File: src/rtl/sfp_pkg.sv
// Package for the SAM record field parser: result type, character codes,
// field indexes and the CIGAR operation decode. No dependencies.
package sfp_pkg;

  // Characters the parser reacts to.
  localparam logic [7:0] CH_NL    = 8'h0A;
  localparam logic [7:0] CH_TAB   = 8'h09;
  localparam logic [7:0] CH_AT    = 8'h40;
  localparam logic [7:0] CH_STAR  = 8'h2A;
  localparam logic [7:0] CH_PLUS  = 8'h2B;
  localparam logic [7:0] CH_MINUS = 8'h2D;
  localparam logic [7:0] CH_ZERO  = 8'h30;
  localparam logic [7:0] CH_NINE  = 8'h39;

  // Field positions within a line (zero based).
  localparam logic [3:0] FLD_FLAG  = 4'd1;
  localparam logic [3:0] FLD_POS   = 4'd3;
  localparam logic [3:0] FLD_MAPQ  = 4'd4;
  localparam logic [3:0] FLD_CIGAR = 4'd5;
  localparam logic [3:0] FLD_MPOS  = 4'd7;
  localparam logic [3:0] FLD_TLEN  = 4'd8;
  localparam logic [3:0] FLD_SEQ   = 4'd9;
  localparam logic [3:0] FLD_QUAL  = 4'd10;
  localparam logic [3:0] FLD_MAX   = 4'd15;
  // A field index at or above this means optional tags are present.
  localparam logic [3:0] FLD_OPT   = 4'd11;

  // Saturation limits.
  localparam logic [31:0] MAG_CAP   = 32'h8000_0000;
  localparam logic [31:0] POS_MAX   = 32'h7FFF_FFFF;
  localparam logic [31:0] FLAG_MAX  = 32'h0000_FFFF;
  localparam logic [31:0] MAPQ_MAX  = 32'h0000_00FF;
  localparam logic [27:0] CIGAR_CAP = 28'hFFF_FFFF;

  // Result kinds.
  localparam logic KIND_CIGAR  = 1'b0;
  localparam logic KIND_RECORD = 1'b1;

  // CIGAR operation codes.
  localparam logic [3:0] OP_M   = 4'd0;
  localparam logic [3:0] OP_I   = 4'd1;
  localparam logic [3:0] OP_D   = 4'd2;
  localparam logic [3:0] OP_N   = 4'd3;
  localparam logic [3:0] OP_S   = 4'd4;
  localparam logic [3:0] OP_H   = 4'd5;
  localparam logic [3:0] OP_P   = 4'd6;
  localparam logic [3:0] OP_EQ  = 4'd7;
  localparam logic [3:0] OP_X   = 4'd8;
  localparam logic [3:0] OP_UNK = 4'd9;

  // One result item.
  typedef struct packed {
    logic        kind;
    logic [3:0]  cigar_type;
    logic [27:0] cigar_length;
    logic [15:0] flag_bits;
    logic [30:0] position;
    logic [7:0]  map_quality;
    logic [30:0] mate_position;
    logic [31:0] template_length;
    logic        has_sequence;
    logic        has_quality;
    logic        has_optional;
    logic        well_formed;
  } res_t;

  // Map an operation character to its code.
  function automatic logic [3:0] op_code(input logic [7:0] b);
    logic [3:0] c;
    case (b)
      8'h4D:   c = OP_M;
      8'h49:   c = OP_I;
      8'h44:   c = OP_D;
      8'h4E:   c = OP_N;
      8'h53:   c = OP_S;
      8'h48:   c = OP_H;
      8'h50:   c = OP_P;
      8'h3D:   c = OP_EQ;
      8'h58:   c = OP_X;
      default: c = OP_UNK;
    endcase
    return c;
  endfunction

endpackage

File: src/rtl/sfp_core.sv
// Per-line parsing state and the combinational update for one text byte.
// Depends on sfp_pkg for codes, limits and the result type.
module sfp_core
  import sfp_pkg::*;
#(
  parameter int MIN_FIELDS = 11
) (
  input  logic       clk,
  input  logic       rst_n,
  input  logic       step_en,
  input  logic [7:0] byte_in,
  output logic       res_valid,
  output res_t       res
);

  logic [3:0]  field_index_r,  field_index_nxt;
  logic        line_start_r,   line_start_nxt;
  logic        skip_hdr_r,     skip_hdr_nxt;
  logic [31:0] num_acc_r,      num_acc_nxt;
  logic        num_neg_r,      num_neg_nxt;
  logic        num_stop_r,     num_stop_nxt;
  logic [27:0] cig_acc_r,      cig_acc_nxt;
  logic [15:0] flags_r,        flags_nxt;
  logic [30:0] pos_r,          pos_nxt;
  logic [7:0]  mapq_r,         mapq_nxt;
  logic [30:0] mpos_r,         mpos_nxt;
  logic [31:0] tlen_r,         tlen_nxt;
  logic [1:0]  char_cnt_r,     char_cnt_nxt;
  logic        is_star_r,      is_star_nxt;
  logic        seq_r,          seq_nxt;
  logic        qual_r,         qual_nxt;

  // Values of the held fields once the current field is closed.
  logic [15:0] ef_flags;
  logic [30:0] ef_pos;
  logic [7:0]  ef_mapq;
  logic [30:0] ef_mpos;
  logic [31:0] ef_tlen;
  logic        ef_seq;
  logic        ef_qual;

  logic        present;
  logic [31:0] uclamp_pos;
  logic [31:0] uclamp_flag;
  logic [31:0] uclamp_mapq;
  logic [31:0] neg_mag;
  logic [31:0] sclamp;
  logic        is_digit;
  logic [3:0]  digit;
  logic [35:0] num_x10;
  logic [31:0] cig_x10;
  logic        skip_now;
  logic [4:0]  fields_seen;

  assign is_digit = (byte_in >= CH_ZERO) && (byte_in <= CH_NINE);
  assign digit    = byte_in[3:0];
  assign present  = !((char_cnt_r == 2'd1) && is_star_r);

  // Clamp the accumulated magnitude into each field's range.
  assign uclamp_pos  = num_neg_r ? 32'd0 : ((num_acc_r > POS_MAX)  ? POS_MAX  : num_acc_r);
  assign uclamp_flag = num_neg_r ? 32'd0 : ((num_acc_r > FLAG_MAX) ? FLAG_MAX : num_acc_r);
  assign uclamp_mapq = num_neg_r ? 32'd0 : ((num_acc_r > MAPQ_MAX) ? MAPQ_MAX : num_acc_r);
  assign neg_mag     = (num_acc_r > MAG_CAP) ? MAG_CAP : num_acc_r;
  assign sclamp      = num_neg_r ? (32'd0 - neg_mag) : uclamp_pos;

  // Decimal accumulate: times ten by shift and add.
  assign num_x10 = {1'b0, num_acc_r, 3'b000} + {3'b000, num_acc_r, 1'b0}
                 + {32'd0, digit};
  assign cig_x10 = {1'b0, cig_acc_r, 3'b000} + {3'b000, cig_acc_r, 1'b0}
                 + {28'd0, digit};

  assign fields_seen = {1'b0, field_index_r} + 5'd1;

  // Close the current field into the held values.
  always_comb begin
    ef_flags = flags_r;
    ef_pos   = pos_r;
    ef_mapq  = mapq_r;
    ef_mpos  = mpos_r;
    ef_tlen  = tlen_r;
    ef_seq   = seq_r;
    ef_qual  = qual_r;
    case (field_index_r)
      FLD_FLAG: ef_flags = uclamp_flag[15:0];
      FLD_POS:  ef_pos   = uclamp_pos[30:0];
      FLD_MAPQ: ef_mapq  = uclamp_mapq[7:0];
      FLD_MPOS: ef_mpos  = uclamp_pos[30:0];
      FLD_TLEN: ef_tlen  = sclamp;
      FLD_SEQ:  ef_seq   = present;
      FLD_QUAL: ef_qual  = present;
      default:  ef_seq   = seq_r;
    endcase
  end

  assign skip_now = skip_hdr_r || (line_start_r && (byte_in == CH_AT));

  // Next state and result for one byte.
  always_comb begin
    field_index_nxt = field_index_r;
    line_start_nxt  = line_start_r;
    skip_hdr_nxt    = skip_hdr_r;
    num_acc_nxt     = num_acc_r;
    num_neg_nxt     = num_neg_r;
    num_stop_nxt    = num_stop_r;
    cig_acc_nxt     = cig_acc_r;
    flags_nxt       = flags_r;
    pos_nxt         = pos_r;
    mapq_nxt        = mapq_r;
    mpos_nxt        = mpos_r;
    tlen_nxt        = tlen_r;
    char_cnt_nxt    = char_cnt_r;
    is_star_nxt     = is_star_r;
    seq_nxt         = seq_r;
    qual_nxt        = qual_r;
    res_valid       = 1'b0;
    res             = '0;

    if (byte_in == CH_NL) begin
      // End of line: report unless it was a header, then clear the line.
      if (!skip_hdr_r) begin
        res_valid           = 1'b1;
        res.kind            = KIND_RECORD;
        res.flag_bits       = ef_flags;
        res.position        = ef_pos;
        res.map_quality     = ef_mapq;
        res.mate_position   = ef_mpos;
        res.template_length = ef_tlen;
        res.has_sequence    = ef_seq;
        res.has_quality     = ef_qual;
        res.has_optional    = (field_index_r >= FLD_OPT);
        res.well_formed     = (fields_seen >= 5'(MIN_FIELDS));
      end
      skip_hdr_nxt    = 1'b0;
      line_start_nxt  = 1'b1;
      field_index_nxt = '0;
      num_acc_nxt     = '0;
      num_neg_nxt     = 1'b0;
      num_stop_nxt    = 1'b0;
      cig_acc_nxt     = '0;
      char_cnt_nxt    = '0;
      is_star_nxt     = 1'b0;
      flags_nxt       = '0;
      pos_nxt         = '0;
      mapq_nxt        = '0;
      mpos_nxt        = '0;
      tlen_nxt        = '0;
      seq_nxt         = 1'b0;
      qual_nxt        = 1'b0;
    end else begin
      line_start_nxt = 1'b0;
      if (skip_now) begin
        skip_hdr_nxt = 1'b1;
      end else if (byte_in == CH_TAB) begin
        // Field separator: store the field and start the next one.
        flags_nxt    = ef_flags;
        pos_nxt      = ef_pos;
        mapq_nxt     = ef_mapq;
        mpos_nxt     = ef_mpos;
        tlen_nxt     = ef_tlen;
        seq_nxt      = ef_seq;
        qual_nxt     = ef_qual;
        num_acc_nxt  = '0;
        num_neg_nxt  = 1'b0;
        num_stop_nxt = 1'b0;
        cig_acc_nxt  = '0;
        char_cnt_nxt = '0;
        is_star_nxt  = 1'b0;
        if (field_index_r != FLD_MAX) begin
          field_index_nxt = field_index_r + 4'd1;
        end
      end else begin
        case (field_index_r)
          FLD_FLAG, FLD_POS, FLD_MAPQ, FLD_MPOS, FLD_TLEN: begin
            // Numeric field: optional sign first, then digits until a stop.
            if (!num_stop_r) begin
              if ((char_cnt_r == 2'd0) && ((byte_in == CH_PLUS) || (byte_in == CH_MINUS))) begin
                num_neg_nxt = (byte_in == CH_MINUS);
              end else if (is_digit) begin
                num_acc_nxt = (num_x10 > {4'd0, MAG_CAP}) ? MAG_CAP : num_x10[31:0];
              end else begin
                num_stop_nxt = 1'b1;
              end
            end
          end
          FLD_CIGAR: begin
            // CIGAR: digits build a length, other characters but a star emit an operation.
            if (is_digit) begin
              cig_acc_nxt = (cig_x10 > {4'd0, CIGAR_CAP}) ? CIGAR_CAP : cig_x10[27:0];
            end else if (byte_in != CH_STAR) begin
              res_valid        = 1'b1;
              res.kind         = KIND_CIGAR;
              res.cigar_type   = op_code(byte_in);
              res.cigar_length = cig_acc_r;
              cig_acc_nxt      = '0;
            end
          end
          default: begin
            num_stop_nxt = num_stop_r;
          end
        endcase
        if (char_cnt_r == 2'd0) begin
          is_star_nxt = (byte_in == CH_STAR);
        end
        if (char_cnt_r != 2'd2) begin
          char_cnt_nxt = char_cnt_r + 2'd1;
        end
      end
    end
  end

  // Control state resets; held values reset too since a record reads them.
  always_ff @(posedge clk) begin
    if (!rst_n) begin
      field_index_r <= '0;
      line_start_r  <= 1'b1;
      skip_hdr_r    <= 1'b0;
      num_acc_r     <= '0;
      num_neg_r     <= 1'b0;
      num_stop_r    <= 1'b0;
      cig_acc_r     <= '0;
      flags_r       <= '0;
      pos_r         <= '0;
      mapq_r        <= '0;
      mpos_r        <= '0;
      tlen_r        <= '0;
      char_cnt_r    <= '0;
      is_star_r     <= 1'b0;
      seq_r         <= 1'b0;
      qual_r        <= 1'b0;
    end else if (step_en) begin
      field_index_r <= field_index_nxt;
      line_start_r  <= line_start_nxt;
      skip_hdr_r    <= skip_hdr_nxt;
      num_acc_r     <= num_acc_nxt;
      num_neg_r     <= num_neg_nxt;
      num_stop_r    <= num_stop_nxt;
      cig_acc_r     <= cig_acc_nxt;
      flags_r       <= flags_nxt;
      pos_r         <= pos_nxt;
      mapq_r        <= mapq_nxt;
      mpos_r        <= mpos_nxt;
      tlen_r        <= tlen_nxt;
      char_cnt_r    <= char_cnt_nxt;
      is_star_r     <= is_star_nxt;
      seq_r         <= seq_nxt;
      qual_r        <= qual_nxt;
    end
  end

endmodule

File: src/rtl/sfp_out_reg.sv
// Result register of the parser: holds one result item until it is taken.
// Depends on sfp_pkg for the result type.
module sfp_out_reg
  import sfp_pkg::*;
(
  input  logic clk,
  input  logic rst_n,
  input  logic load_valid,
  input  res_t load_res,
  output logic can_load,
  output logic out_valid,
  input  logic out_ready,
  output res_t out_res
);

  logic out_valid_r;
  res_t res_r;

  // Free when empty or when the held item leaves this cycle.
  assign can_load  = !out_valid_r || out_ready;
  assign out_valid = out_valid_r;
  assign out_res   = res_r;

  always_ff @(posedge clk) begin
    if (!rst_n) begin
      out_valid_r <= 1'b0;
    end else if (can_load) begin
      out_valid_r <= load_valid;
    end
  end

  // Payload needs no reset.
  always_ff @(posedge clk) begin
    if (can_load && load_valid) begin
      res_r <= load_res;
    end
  end

endmodule

File: src/rtl/sam_record_field_parser_top.sv
// Top level of the SAM record field parser: input register, parser core and
// result register. Depends on sfp_pkg, sfp_core and sfp_out_reg.
//
//   Port group | Dir | Item contents
//   in_*       | in  | one text byte (tdata[7:0])
//   out_*      | out | one cigar operation or end of record result
//
// An accepted byte is held in the input register while the core computes its
// update combinationally; the result register loads that update when the core
// steps, so a result is offered from the result register. One byte is accepted
// per cycle while the result register is not stalled.
// Reset is synchronous and active low; it clears the line state and empties
// both registers. A stalled output holds the result register, which stalls
// the core and then the input register; no item is lost.
module sam_record_field_parser_top
  import sfp_pkg::*;
#(
  parameter int MIN_FIELDS = 11
) (
  input  logic         clk,
  input  logic         rst_n,
  input  logic         in_tvalid,
  output logic         in_tready,
  input  logic [7:0]   in_tdata,   // [7:0] byte_in
  output logic         out_tvalid,
  input  logic         out_tready,
  output logic [159:0] out_tdata,  // [3:0] cigar_type, [31:4] cigar_length,
                                   // [47:32] flag_bits, [78:48] position,
                                   // [86:79] map_quality, [117:87] mate_position,
                                   // [149:118] template_length, [150] has_sequence,
                                   // [151] has_quality, [152] has_optional,
                                   // [153] well_formed, [159:154] zero
  output logic         out_tuser   // [0] kind
);

  logic       in_valid_r;
  logic [7:0] in_byte_r;
  logic       can_load;
  logic       step_en;
  logic       res_valid;
  res_t       res;
  res_t       out_res;

  // Input register advances whenever the core can take its byte.
  assign step_en   = in_valid_r && can_load;
  assign in_tready = !in_valid_r || can_load;

  always_ff @(posedge clk) begin
    if (!rst_n) begin
      in_valid_r <= 1'b0;
    end else if (in_tready) begin
      in_valid_r <= in_tvalid;
    end
  end

  always_ff @(posedge clk) begin
    if (in_tvalid && in_tready) begin
      in_byte_r <= in_tdata;
    end
  end

  sfp_core #(
    .MIN_FIELDS(MIN_FIELDS)
  ) u_core (
    .clk       (clk),
    .rst_n     (rst_n),
    .step_en   (step_en),
    .byte_in   (in_byte_r),
    .res_valid (res_valid),
    .res       (res)
  );

  sfp_out_reg u_out (
    .clk        (clk),
    .rst_n      (rst_n),
    .load_valid (step_en && res_valid),
    .load_res   (res),
    .can_load   (can_load),
    .out_valid  (out_tvalid),
    .out_ready  (out_tready),
    .out_res    (out_res)
  );

  // Pack the result fields, lowest field first.
  assign out_tuser = out_res.kind;
  assign out_tdata = {6'd0,
                      out_res.well_formed,
                      out_res.has_optional,
                      out_res.has_quality,
                      out_res.has_sequence,
                      out_res.template_length,
                      out_res.mate_position,
                      out_res.map_quality,
                      out_res.position,
                      out_res.flag_bits,
                      out_res.cigar_length,
                      out_res.cigar_type};

endmodule

File: config.mk
export PLATFORM = sky130hd
export DESIGN_NAME = sam_record_field_parser_top
export DESIGN_NICKNAME = d
export VERILOG_FILES = /design/src/rtl/sfp_pkg.sv /design/src/rtl/sfp_core.sv /design/src/rtl/sfp_out_reg.sv /design/src/rtl/sam_record_field_parser_top.sv
export SDC_FILE = /design/constraint.sdc
export NUM_CORES = 1
export LEC_CHECK = 0
export ABC_AREA = 1
export BUFFER_PORTS_ARGS = -buffer_cell sky130_fd_sc_hd__buf_2
export CAP_MARGIN = 20
export CORE_AREA = 2 2 242 244
export CTS_CLUSTER_DIAMETER = 100
export DETAILED_ROUTE_END_ITERATION = 10
export DIE_AREA = 0 0 244 246
export GPL_ROUTABILITY_DRIVEN = 0
export PLACE_DENSITY = 0.57
export SYNTH_ARGS = -nofsm -noshare
export SYNTH_HDL_FRONTEND = slang
export SYNTH_SLANG_ARGS = --single-unit
File: constraint.sdc
create_clock -name clk -period 22.5 [get_ports clk]
set_input_delay 3.375 -clock clk [delete_from_list [all_inputs] [get_ports clk]]
set_output_delay 3.375 -clock clk [all_outputs]
set_load 0.02 [all_outputs]
==> Word level (Yosys, flattened, before mapping) <==
Index checks and enable logic that the tools add are counted.
{ "classes": {"addsub": 8, "n_mux": 93, "bitwise_logic": 3, "n_eq_ne": 30, "reduce_logical": 38, "magnitude_cmp": 10} }
{ "op_table": {"columns": ["operator", "n"], "rows": [
  ["$mux 32", 17],
  ["$mux 31", 8],
  ["$mux 28", 7],
  ["$mux 33", 4],
  ["$mux 16", 6],
  ["$eq 8x7->1 const B", 9],
  ["$mux 8", 6],
  ["$add 35x33->36", 1],
  ["$add 36x4->36", 1],
  ["$gt 36x32->1 const B", 1],
  ["$mux 1", 36],
  ["$pmux 4 s9", 1],
  ["$add 31x29->32", 1],
  ["$add 32x4->32", 1],
  ["$eq 8x6->1 const B", 4],
  ["$gt 32x16->1 const B", 1],
  ["$gt 32x28->1 const B", 1],
  ["$gt 32x31->1 const B", 1],
  ["$gt 32x32->1 const B", 1],
  ["$gt 32x8->1 const B", 1],
  ["$sub 1x32->32 const A", 1],
  ["$reduce_bool 3->1", 6],
  ["$eq 8x4->1 const B", 2],
  ["$mux 4", 4],
  ["33 further kinds", 61]
]} }
{ "word_totals": {"output_inout_bits": 163, "inputBits": 12, "register_bits": 356, "elab_cells": 213} }

==> Logic depth before layout (Yosys ltp) <==
Gate-level depths: netlist of the first run.
{ "logic_depth": {"ltp_word": 11, "mapped_depth": 23, "depth_no_buf": 22} }

==> Modules after synthesis <==
Synthesis of the first run repeated with hierarchy kept, for this count alone.
{ "unflattened": {"hier_cells": 2835, "hier_area_um2": 21174.1} }
{ "modules_own_cells": {"columns": ["mod", "instances", "cells_each", "seq_area_each_um2", "area_per_inst_um2"], "rows": [
  ["sfp_core", 1, 2647, 3823.7, 16113.0],
  ["sfp_out_reg", 1, 162, 4674.5, 4705.8],
  ["sam_record_field_parser_top", 1, 26, 260.2, 355.3]
]} }

==> Worst setup path before layout of the first run <==
OpenSTA, ideal clock, no wires.
{ "synth_timing": {"path_type": "input port to flip-flop", "from": "input out_tready", "to": "register u_out.res_r (netlist bit u_out.out_res[0]), enable pin", "setup_time_ns": 0.724, "path_buffers": 0, "path_slack_ns": 10.710, "t_arrival_ns": 11.066, "cell_stages": 4, "required_time_ns": 21.776, "cell_sequence": "inv_1 > nand2_1 > nand2_1 > a21oi_1"} }
{ "synth_between": {"elab_chain_len": 4} }
{ "synth_lines": {"columns": ["item", "line", "text"], "rows": [
  ["start, declared", "sam_record_field_parser_top.sv:26", "input logic out_tready,"],
  ["$logic_or 1x1->1 *", "sfp_out_reg.sv:20", "assign can_load = !out_valid_r || out_ready;"],
  ["$logic_and 1x1->1", "sam_record_field_parser_top.sv:45", "assign step_en = in_valid_r && can_load;"],
  ["$logic_and 1x1->1", "sam_record_field_parser_top.sv:76", ".load_valid (step_en && res_valid),"],
  ["$logic_and 1x1->1 *", "sfp_out_reg.sv:34", "if (can_load && load_valid) begin"],
  ["end signal, assigned", "sfp_out_reg.sv:35", "res_r <= load_res;"],
  ["end, declared", "sfp_out_reg.sv:17", "res_t res_r;"]
]} }
Every way passes the cells marked *; elsewhere a longest branch is shown, timed or not.
A chain may end at the register's enable or synchronous reset.

==> Worst setup path after layout of the first run <==
{ "layout_timing": {"from": "input out_tready", "to": "output in_tready"} }
{ "layout_between": {"elab_chain_len": 2} }
{ "layout_lines": {"columns": ["item", "line", "text"], "rows": [
  ["$logic_or 1x1->1", "sfp_out_reg.sv:20", null],
  ["$logic_or 1x1->1", "sam_record_field_parser_top.sv:46", "assign in_tready = !in_valid_r || can_load;"],
  ["end, declared", "sam_record_field_parser_top.sv:23", "output logic in_tready,"]
]} }
No other way between the ends.

==> qor.yml, run 1 <==
global_routing:
  antenna_violations_before_repair: 0
  met1_usage: 0.269
  vias_in_the_first_global_route: 18139
  layer_with_the_highest_usage: "met2"
  pin_count_of_the_biggest_net_entering_global_routing: 90
  grt_pass1_wl_mm: 98.0
  gr-usage-met2: 0.340
  globalRouteOverflowTotal: 0
  gr-usage-met3: 0.0293
  grt_usage: 0.204
clock_tree:
  holdBufCountCts: 0
  clock-root-buffer: "clkbuf_16"
  cts_resized: 0
  numClockSinks: 356
  clk_transition_reported_paths_ps: 60
  cts_made_buffers: 42
  htree_num_levels: 2
  clk-insertion-delay-late_ps: 560
  tritoncts: "yes"
  clock_path_buffers: 3
  cts.repair_timing.setup_buffer_count: 0
routing:
  route.final.wire_length_mm: 62.0
  drcViolationCount: 0
  detail_route.iter0.violations: 1529
  detail_route.vias_per_cell: 5.15
  drt_first_pass_iters: 6
  postRouteAntennaNets: 0
  vias_after_detailed_routing: 19090
  route.detailed.wl_per_inst_um: 16.7
synthesis:
  synth_cells: 2800
  synth-seq-area-share: 0.417
  synth_warnings: 0
  synthArstFlopShare: 0
  synth_enable_flop_cells: 163
  synth_common_cells: "686 x nand2_1, 342 x nor2_1, 297 x inv_1"
  yosysMostFrequentCell: "nand2_1"
  synth.distinct_cells: 56
  yosys_register_bits: 356
  synth_area_um2: 21000
  synth_largest_type_area_fraction: 0.233
  synthesis.area_per_instance_um2: 7.50
  library_cell_with_the_largest_summed_area_after_synthesis: "edfxtp_1"
  postSynth.topFlopCell: "dfxtp_1"
  synth.area.top_cells: "edfxtp_1 23%, dfxtp_1 18%, nand2_1 12%"
pwr:
  max-vdd-ir-drop_v: 0.0000520
  power_report.internal_total_mw: 1.10
  seq_power_share: 0.484
  clkPwrFrac: 0.502
  power.static_leakage_nw: 10.4
  totalPowerFinal_mw: 1.40
  switching_share: 0.213
  combinationalPowerShare: 0.014
  power.switching_mw: 0.298
  power_per_cell_area_nw_per_um2: 58.5
critical_path:
  critical_path_sink_type: "output port"
  regToRegStartpoint: "in_byte_r[3]$_DFFE_PP_"
  ff2ff_setup_slack_ps: 18120
  worst-endpoint-required_ps: 19120
  worst-setup-path-type: "primary input to output port"
  r2r.worst_path.cells: 10
  setup.worst_path.start_class: "primary input"
  maximum_net_fanout_on_the_critical_path: 3
  crit-reg2reg-capture: "u_out.out_res[71]$_SDFFCE_PN0P_"
  crit_arrival_ps: 3830
placement:
  place.detailed.instances: 3631
  place_worst_setup_slack_ps: 15300
  place.port_buffers: 168
  dp_hpwl_mm: 45.3
timing:
  fin_worst_skew_ps: 18.1
  fmax_mhz: 139
  slew_headroom: 0.301
  max_slew.worst_pin.slew_ps: 1050
  finalWorstPathRequiredPeriod_ps: 7200
  total_neg_setup_slack_ps: 0
  final_critical_path_setup_slack_ps: 15300
  final-hold-violation-count: 0
  rsz0062_at_grt: "no"
  final-setup-viol-count: 0
  fin_crit_sh: 0.320
  maxSlewViolCount: 0
hold_path:
  hold-path-cell-count: 2
  end_point_of_the_most_critical_hold_path: "u_core.tlen_r[18]$_SDFFE_PN0P_"
  min_path_type: "flop to flop"
  worstHoldStart: "u_core.tlen_r[18]$_SDFFE_PN0P_"
flow_run:
  timing.max_cap.violations: 0
floorplan:
  design.portCount: 175
  floorplan.die.height_um: 246
  dieWidth_um: 244
  num_rows: 88
  initial_core_util: 0.366
  design.core.area_um2: 57400
  dieArea_um2: 60000
final_layout:
  finalCoreUtilization: 0.416
  insertedDiodeCount: 0
  stdcell_count: 3709
  fraction_of_layout_cells_with_a_size_suffix_above_1: 0.114
  nFillCells: 5854
  area_growth_pct: 13.7
  num-nets-final: 3053
outcome:
  outcome: "finished, final reports clean"
cells in the final DEF, fill, tap and decap left out, drive strengths merged, types with 9 or more instances in the layout:
cell / count
o32ai: 13
nand3: 177
buf: 188
nand3b: 11
o21ai: 189
ha: 126
edfxtp: 163
clkinv: 14
o41ai: 14
o21a: 18
xor2: 16
nand2: 693
or2: 25
dfxtp: 193
o22ai: 29
o31ai: 10
clkbuf: 53
nor2: 352
o211ai: 9
a22oi: 9
nand4: 28
xnor2: 18
nor3: 26
inv: 316
a21oi: 195
flip-flops by register name, indices dropped and copies added, names as in the netlist, 2 cells and up:
register	count
u_core.tlen_r	32
u_core.cig_acc_r	28
u_core.mpos_r	31
u_core.mapq_r	8
u_core.num_acc_r	32
u_core.field_index_r	4
in_byte_r	8
u_core.pos_r	31
u_core.flags_r	16
u_core.char_cnt_r	2
u_out.out_res	155
worst max path at each step:
stage                           from                        endpoint  slack (ps)  cells after the start
after floorplan           out_tready  u_out.out_res[0]$_SDFFCE_PN0P_       10710                      4
after global placement    out_tready                       in_tready       15270                      4
after detailed placement  out_tready                       in_tready       15300                      4
after CTS                 out_tready                       in_tready       15300                      4
after global routing      out_tready                       in_tready       15260                      4
final                     out_tready                       in_tready       15300                      4
through the flow:
stage / hold slack [ps] / instance area (um^2)
global placement: 429 / 22400
floorplan: 419 / 21000
CTS: 452 / 23900
global route: 468 / 23900
finish: 449 / 23900
detailed placement: 436 / 22400
power by group through the flow:
stage	Sequential [mW]	Combinational, mW	Clock [mW]
2_1_floorplan	0.689	0.0155	0
6_report	0.675	0.0202	0.701
5_1_grt	0.675	0.0222	0.741
4_1_cts	0.675	0.0201	0.720
3_3_place_gp	0.689	0.0195	0
3_5_place_dp	0.689	0.0199	0
final cells by class:
type / count / area, um^2 / share of cell area
clock buffers: 53 / 1140 / 0.0479
well taps: 765 / 957 / 0.0401
flip-flops and latches: 356 / 8760 / 0.367
clock inverters: 24 / 277 / 0.0116
multi-input cells: 2010 / 10600 / 0.442
inverters: 313 / 1180 / 0.0493
repair buffers: 188 / 1010 / 0.0425
critical path: stages:
cell,delay [ps]
buf_2,100
inv_1,60
nand3_1,100
buf_2,180
layer usage:
| metal | wire length [um] | share of wire | vias to the layer above |
|---|---|---|---|
| li1 | - | - | 9527 |
| met1 | 27600 | 0.45 | 8854 |
| met2 | 28700 | 0.46 | 589 |
| met3 | 3700 | 0.060 | 120 |
| met4 | 1970 | 0.032 | 0 |
| met5 | 0 | 0 | - |
cells by family (layout without fill, tap and decap cells):
kind of cell / after synthesis / in the layout / share of synthesized area
mux: 7 / 7 / 0.00334
fa+ha+maj: 130 / 130 / 0.0789
flops: 356 / 356 / 0.417
xor+xnor: 34 / 34 / 0.0142
simple gates: 1322 / 1322 / 0.262
other cells: 1 / 6 / 0.000179
compound gates: 511 / 511 / 0.141
buf+inv: 439 / 578 / 0.0832
Power figures use the tool's default switching activity.
==> run 2, diff against run 1 <==
--- a/config.mk
+++ b/config.mk
@@ -13,7 +13,7 @@
 export DETAILED_ROUTE_END_ITERATION = 10
 export DIE_AREA = 0 0 244 246
 export GPL_ROUTABILITY_DRIVEN = 0
-export PLACE_DENSITY = 0.57
+export PLACE_DENSITY = 0.59
 export SYNTH_ARGS = -nofsm -noshare
 export SYNTH_HDL_FRONTEND = slang
 export SYNTH_SLANG_ARGS = --single-unit
==> constraint.sdc (replaced) <==
create_clock -name clk -period 5.9 [get_ports clk]
set_input_delay 0.885 -clock clk [delete_from_list [all_inputs] [get_ports clk]]
set_output_delay 0.885 -clock clk [all_outputs]
set_load 0.02 [all_outputs]
==> qor.yml, run 2 (same netlist as run 1, synthesis figures left out) <==
outcome:
  outcome: "finished, final reports clean"
global_routing:
  antenna_violations_before_repair: 1  # +1
  vias_in_the_first_global_route: 18095  # -0.24%
  grt_pass1_wl_mm: 98.3  # +0.35%
  grt_usage: 0.204  # about the same
  pin_count_of_the_biggest_net_entering_global_routing: 116  # +29%
  globalRouteOverflowTotal: 0  # unchanged
clock_tree:
  clock-root-buffer: "clkbuf_16"
  cts_resized: 0  # unchanged
  clock_path_buffers: 3  # unchanged
  clk_transition_reported_paths_ps: 60  # about the same
  holdBufCountCts: 0  # unchanged
  cts_made_buffers: 42  # unchanged
  cts.repair_timing.setup_buffer_count: 0  # unchanged
  numClockSinks: 356  # unchanged
  clk-insertion-delay-late_ps: 590  # +30 ps
  htree_num_levels: 2  # unchanged
  tritoncts: "yes"
pwr:
  totalPowerFinal_mw: 5.18  # +270%
  power.static_leakage_nw: 10.4  # -0.62%
  power_per_cell_area_nw_per_um2: 218  # +270%
  max-vdd-ir-drop_v: 0.000289  # +460%
timing:
  slew_headroom: 0.329  # +0.0276
  rsz0062_at_grt: "no"
  fin_crit_sh: 0.691
  max_slew.worst_pin.slew_ps: 1010  # -41.3 ps
  fmax_mhz: 245
  final-setup-viol-count: 0  # unchanged
  total_neg_setup_slack_ps: 0  # unchanged
  fin_worst_skew_ps: 30.0  # +11.9 ps
  finalWorstPathRequiredPeriod_ps: 4080
  final-hold-violation-count: 0  # unchanged
  maxSlewViolCount: 0  # unchanged
routing:
  route.final.wire_length_mm: 62.5  # +0.85%
  detail_route.vias_per_cell: 5.21  # +1.3%
  detail_route.iter0.violations: 1668  # +9.1%
  vias_after_detailed_routing: 19345  # +1.3%
  drt_first_pass_iters: 8  # +2
  postRouteAntennaNets: 0  # unchanged
  route.detailed.wl_per_inst_um: 16.8  # +0.82%
  drcViolationCount: 0  # unchanged
floorplan:
  initial_core_util: 0.366  # unchanged
  design.core.area_um2: 57400  # unchanged
  design.portCount: 175  # unchanged
  floorplan.die.height_um: 246  # unchanged
  dieArea_um2: 60000  # unchanged
  num_rows: 88  # unchanged
  dieWidth_um: 244  # unchanged
critical_path:
  r2r.worst_path.cells: 13  # +3
  worst-endpoint-required_ps: 6320  # -12,800 ps
  cpMaxStageDelayCell: "inv_2"
  maximum_net_fanout_on_the_critical_path: 58  # +55
  setup.worst_path.start_class: "flop"
  worst_path_max_stage_delay_ps: 760  # +580 ps
  crit_arrival_ps: 4500  # +670 ps
  critical_path.most_common_cell: "nand2_2"
  worst-setup-path-type: "flop to flop"
  critical_path_sink_type: "flop"
  timing.critical_path.cells: "inv_1 > nand2_1 > nor2_1 > a31oi_1 > nand2_1 > nand2_2 > nand2_2 > inv_2 > nand2_2 > nor2_4 > inv_2 > buf_4 > o22ai_1"
placement:
  dp_hpwl_mm: 45.8  # +1.2%
  place.port_buffers: 168  # unchanged
flow_run:
  timing.max_cap.violations: 0  # unchanged
hold_path:
  hold-path-cell-count: 2  # unchanged
  min_path_type: "flop to flop"
final_layout:
  seqCellArea_um2: 8760  # unchanged
  num-nets-final: 3052  # -0.033%
  area_growth_pct: 13.5
  largest_register_ff_count: 155  # unchanged
  fraction_of_layout_cells_with_a_size_suffix_above_1: 0.113  # -0.000679
  multiInputGateArea_um2: 10600  # unchanged
  most-common-layout-cells: "686 x nand2_1, 340 x nor2_1, 297 x inv_1, 193 x dfxtp_1, 192 x a21oi_1"
  most_common_cell_after_layout_fill_and_taps_aside: "nand2_1"
  nFillCells: 5816  # -0.65%
## run 2: cell type report
type | count | share of cell area
Sequential cell | 356 | 0.368
Tap cell | 765 | 0.0402
Clock inverter | 23 | 0.00788
Timing Repair Buffer | 187 | 0.0431
Inverter | 313 | 0.0494
Clock buffer | 55 | 0.0487
Multi-Input combinational cell | 2010 | 0.443
Antenna cell | 1 | 0.000105
## run 2: final timing paths
| path | startpoint | end | slack [ps] |
|---|---|---|---|
| setup / recovery | in_byte_r[0]$_DFFE_PP_ | u_core.tlen_r[6]$_SDFFE_PN0P_ | 1820 |
| setup reg to reg | in_byte_r[0]$_DFFE_PP_ | u_core.tlen_r[6]$_SDFFE_PN0P_ | 1820 |
| hold reg to reg | u_core.tlen_r[24]$_SDFFE_PN0P_ | u_core.tlen_r[24]$_SDFFE_PN0P_ | 450 |
| hold / removal | u_core.tlen_r[24]$_SDFFE_PN0P_ | u_core.tlen_r[24]$_SDFFE_PN0P_ | 450 |
## run 2: report_power, final
| group | internal [mW] | total (mW) | leakage (nW) | switching (mW) |
|---|---|---|---|---|
| clock network | 1.45 | 2.53 | 0.662 | 1.08 |
| registers | 2.57 | 2.58 | 3.30 | 0.00923 |
| logic | 0.0175 | 0.0762 | 6.40 | 0.0587 |
| total | 4.03 | 5.18 | 10.4 | 1.15 |
## run 2: per-layer routing
metal  up-vias  share of wire  GRT usage  routed length [um]
li1       9519              -          -                   -
met1      8975           0.44      0.266               27200
met2       700           0.46      0.336               28600
met3       151          0.067     0.0347                4180
met4         0          0.039     0.0798                2470
met5         -              0          0                   0
## run 2: critical path: cells and delay by family (launching register included)
family / cells / cell delay, ps
buffers and inverters: 4 / 1680
DFF: 1 / 470
and+or+nand+nor: 7 / 1450
AOI/OAI and AO/OA: 2 / 280
## run 2: per-stage QoR
stage / cell area (um^2) / setup WS (ps) / std cells / hold WS, ps / util
finish: 23800 / 1820 / 3710 / 451 / 0.415
global route: 23800 / 1470 / 3710 / 467 / 0.415
CTS: 23800 / 1730 / 3708 / 451 / 0.415
detailed placement: 22400 / 1630 / 3630 / 436 / 0.391
global placement: 22400 / 1710 / 3628 / 428 / 0.391
floorplan: 21000 / 1490 / 2805 / 419 / -
